==> src/hdl/assert_macros.svh <==
// Assertion macros shared by the binner RTL.
// Needs a clock named clk and a synchronous reset named rst in the including module.
`ifndef ASSERT_MACROS_SVH
`define ASSERT_MACROS_SVH

// Checked on every edge outside reset.
`define ASSERT_CLK(label, prop, msg) \
  label: assert property (@(posedge clk) disable iff (rst) prop) else $error(msg);

// Checked on every edge, reset included.
`define ASSERT_RST(label, prop, msg) \
  label: assert property (@(posedge clk) prop) else $error(msg);

`endif

==> src/hdl/ptpsb_ram.sv <==
// Generic single-write, single-read RAM with registered read data.
// No dependencies.
`default_nettype none

module ptpsb_ram #(
  parameter int WIDTH = 8,
  parameter int DEPTH = 16
) (
  input  logic                     clk,
  input  logic                     we,
  input  logic [$clog2(DEPTH)-1:0] waddr,
  input  logic [WIDTH-1:0]         wdata,
  input  logic [$clog2(DEPTH)-1:0] raddr,
  output logic [WIDTH-1:0]         rdata
);

  logic [WIDTH-1:0] mem [DEPTH];

  always_ff @(posedge clk) begin
    if (we) begin
      mem[waddr] <= wdata;
    end
    rdata <= mem[raddr];
  end

endmodule

`default_nettype wire

==> config.mk <==
export PLATFORM = sky130hd
export DESIGN_NAME = ptpsb_ram
export DESIGN_NICKNAME = d
export VERILOG_FILES = /design/src/hdl/assert_macros.svh /design/src/hdl/ptpsb_ram.sv
export SDC_FILE = /design/constraint.sdc
export NUM_CORES = 1
export LEC_CHECK = 0
export BUFFER_PORTS_ARGS = -buffer_cell sky130_fd_sc_hd__clkbuf_2
export CORE_MARGIN = 8
export CORE_UTILIZATION = 60
export CTS_CLUSTER_DIAMETER = 30
export CTS_CLUSTER_SIZE = 25
export DETAILED_ROUTE_END_ITERATION = 16
export MAX_ROUTING_LAYER = met4
export PLACE_DENSITY = 0.87
export SLEW_MARGIN = 20
export SYNTH_ARGS = -nofsm -noshare
export SYNTH_HDL_FRONTEND = slang
export SYNTH_SLANG_ARGS = --single-unit
==> constraint.sdc <==
create_clock -name clk -period 3 [get_ports clk]
set_input_delay 0.15 -clock clk [delete_from_list [all_inputs] [get_ports clk]]
set_output_delay 0.15 -clock clk [all_outputs]
set_load 0.02 [all_outputs]
Word level (Yosys, flattened, before mapping). Memories as Yosys holds them, arrays and structs flattened. A register that Yosys moved wholly into a read port is not among the register bits. Index checks and enable logic that the tools add are counted.

Flip-flop bits (word level): 0. Memories: 1. Bits of input ports: 18. Word-level logic and storage cells: 3. Bits in writable memories: 128. Output and inout bits: 8.

Memory list: mem (depth 16, width 8, rd ports 1, clocked after Yosys merged registers in 1, wr ports 1, line ptpsb_ram.sv:17) `logic [WIDTH-1:0] mem [DEPTH];`.

Multiplexer cells: 2.

Operators by type and width (count): two-way mux 1 bit (2).

Longest topological paths before layout.
Word-level depth: 2. Mapped depth: 5.

Least setup slack after synthesis. OpenSTA, ideal clock, no wires.

Path kind: input to register. Start: in waddr[2]. End: mem mem[0][0], enable pin. Path buffers: 0. Data required time: 2.617 ns. Stages on the path: 2. Arrival: 1.260 ns. Setup slack: 1.357 ns. Setup time: 0.383 ns. Cells stage by stage: or3b_2 -> nor3_1.

RTL lines: from (decl) (line ptpsb_ram.sv:11) `input logic [$clog2(DEPTH)-1:0] waddr,`; to (decl) (line ptpsb_ram.sv:17).

No word-level cell before the write port.

==> results.yml <==
status:
  status: "completed"
worst_hold_path:
  worstHoldEndpoint: "mem[7][1]"
  hp-start: "wdata[1]"
  hold_path.class: "input port to flip-flop"
  hold_depth: 1
clock_network:
  h-tree-depth: 4
  clkLatencyLatePin_ns: 0.52
  cts_setup_buffers: 0
  clockBufferDepth: 2
  clock-sinks: 136
  clkTransAtPathRegs_ns: 0.06
  cts_buffers: 17
  cts_resized: 0
  cts_tree: "yes"
  hold_buffers: 0
  cts-root-buf: "clkbuf_8"
floorplanning:
  core_um2: 8260
  die-area_um2: 11800
  die_h_um: 109
  initial_utilization_pct: 62.3
  io_pins: 26
  die_x_um: 109
  fp-row-count: 33
sta:
  hold_ws_ns: 0.0495
  timing.fmax_mhz: 665
  worst_slack_ns: 1.50
  skew_ns: 0.00508
  slew_headroom_pct: 27.8
  tightest_slew_ns: 1.08
  timing.final.crit_share_pct: 50.1
  slew_violations: 0
  rsz0062_at_grt: "false"
  finalHoldViolCount: 0
  period_needed_ns: 1.50
  finalSetupViolations: 0
  final.setup.tns_ns: 0
yosys:
  syn_nets: 247
  ys_ff_latch: 136
  syn_avg_cell_area_um2: 22.5
  synth_cells: 229
  yosysUniqueCellTypes: 19
  yosys_warnings: 0
  ys_seq_area_share_pct: 77.8
  syn_area_um2: 5150
layout:
  drive_above_1_share_pct: 28.8
  fillers: 466
  fin_nets: 286
  diodes: 0
  areaGrowthSynthToFinish_pct: 17.1
detailed_routing:
  drc: 0
  drtPass1Iterations: 5
  wl_per_cell_um: 28.6
  routed_wl_um: 11100
  routed-via-count: 2546
  via_per_inst: 6.60
  antenna_left: 0
  drt-initial-drc-count: 237
critical_path:
  arrival_ns: 1.90
  worstPathRequired_ns: 3.40
  r2r_end: "rdata[5]"
  cp-end-kind: "flip-flop"
  startpoint_type: "flip-flop"
  rrSetupSlack_ns: 1.50
  r2r_cells: 3
  cp_max_fo: 1
  worst-setup-path-type: "flip-flop to flip-flop"
  reg2reg_from: "mem[0][5]"
job:
  cap_violations: 0
place:
  place.gp.congestion: 0.759
  post-dp-hpwl_um: 6080
  portBuffers: 25
  post-place-ws_ns: 1.11
global_route:
  grt_max_degree: 33
  grt_pass1_vias: 2696
  grt_util_all_layers_pct: 20.9
  overflow: 0
  grt_pass1_wl_um: 16500
  antenna_found_initial: 0
pwr:
  ir_drop_uv: 526
  p_leak_nw: 2.05
  power_density_nw_per_um2: 774
[critical path: stages (launching register included)]
cell	delay (ns)
edfxtp_1	0.39
mux4_1	0.52
a22oi_1	0.37
nand2_1	0.11
[registers in the layout, indices dropped and copies added, names as in the netlist]
signal	flops
mem	128
rdata	8
[where the power goes]
group	switching (mW)	internal [mW]	total, mW
logic	0.128	0.0791	0.207
registers	0.0148	2.13	2.14
clock network	0.795	1.52	2.32
[kinds of logic after synthesis]
kind of cell           Yosys count  share of synthesized area [%]
AO/OA/AOI/OAI                   16                           2.33
buffers and inverters           10                           1.68
flip-flops                     136                           77.8
multiplexers                    32                           15.0
AND/OR/NAND/NOR                 35                           3.18
[worst max-delay path by stage]
| stage | startpoint | end | slack (ns) |
|---|---|---|---|
| 3_3_place_gp | raddr[0] | rdata[3] | 1.13 |
| 5_1_grt | mem[0][5] | rdata[5] | 1.47 |
| 6_report | mem[0][5] | rdata[5] | 1.50 |
| 2_1_floorplan | waddr[2] | mem[0][0] | 1.36 |
| 3_5_place_dp | waddr[2] | mem[1][6] | 1.11 |
| 4_1_cts | mem[0][5] | rdata[5] | 1.51 |
[final cells by class]
| class | count | area [um2] | share of cell area, % |
|---|---|---|---|
| Clock buffer | 17 | 414 | 6.87 |
| Clock inverter | 15 | 246 | 4.09 |
| Multi-Input combinational cell | 83 | 1060 | 17.5 |
| Sequential cell | 136 | 4000 | 66.4 |
| Tap cell | 105 | 131 | 2.18 |
| Timing Repair Buffer | 30 | 175 | 2.91 |
[stage by stage]
| step | util, % | area [um2] | cells | power [mW] |
|---|---|---|---|---|
| after floorplan | - | 5150 | 229 | 2.30 |
| after global placement | 65.0 | 5370 | 354 | 2.37 |
| after detailed placement | 65.0 | 5370 | 354 | 2.38 |
| after CTS | 73.0 | 6030 | 386 | 4.68 |
| after global routing | 73.0 | 6030 | 386 | 4.77 |
| final | 73.0 | 6030 | 386 | 4.66 |
[synth_stat cells]
cell type	count	share of area, %
nand3b_1	2	0.29
nand2_1	9	0.66
or3b_2	1	0.17
mux4_2	18	7.9
buf_4	1	0.15
nor3_1	4	0.39
and2b_1	1	0.15
dfxtp_1	8	3.1
nor2b_1	1	0.12
a22oi_1	16	2.3
nand2b_1	2	0.24
edfxtp_1	128	75
and2_1	1	0.12
buf_6	3	0.66
clkdlybuf4s25_2	3	0.58
nand3_1	1	0.097
mux4_1	14	7.1
buf_2	3	0.29
nor2_1	13	0.95
[layer usage]
layer  global-route usage (%)  vias up  part of all wire, %
met2                     32.5      140                   51
met3                     4.72       16                  7.3
met5                        -        -                    0
met1                     25.8     1334                   40
met4                     9.68        0                  2.2
li1                         -     1056                    -
[placed cells by master, fill, tap and decap left out, types with 3 or more instances in the layout]
master     instances
a22oi_1           16
buf_4              4
bufinv_16          6
clkbuf_16         16
clkbuf_2          25
clkinv_2           3
dfxtp_1            8
edfxtp_1         128
inv_6              3
mux4_1            14
mux4_2            18
nand2_1            9
nor2_1            13
nor3_1             4
(Power assumes the default switching activity.)
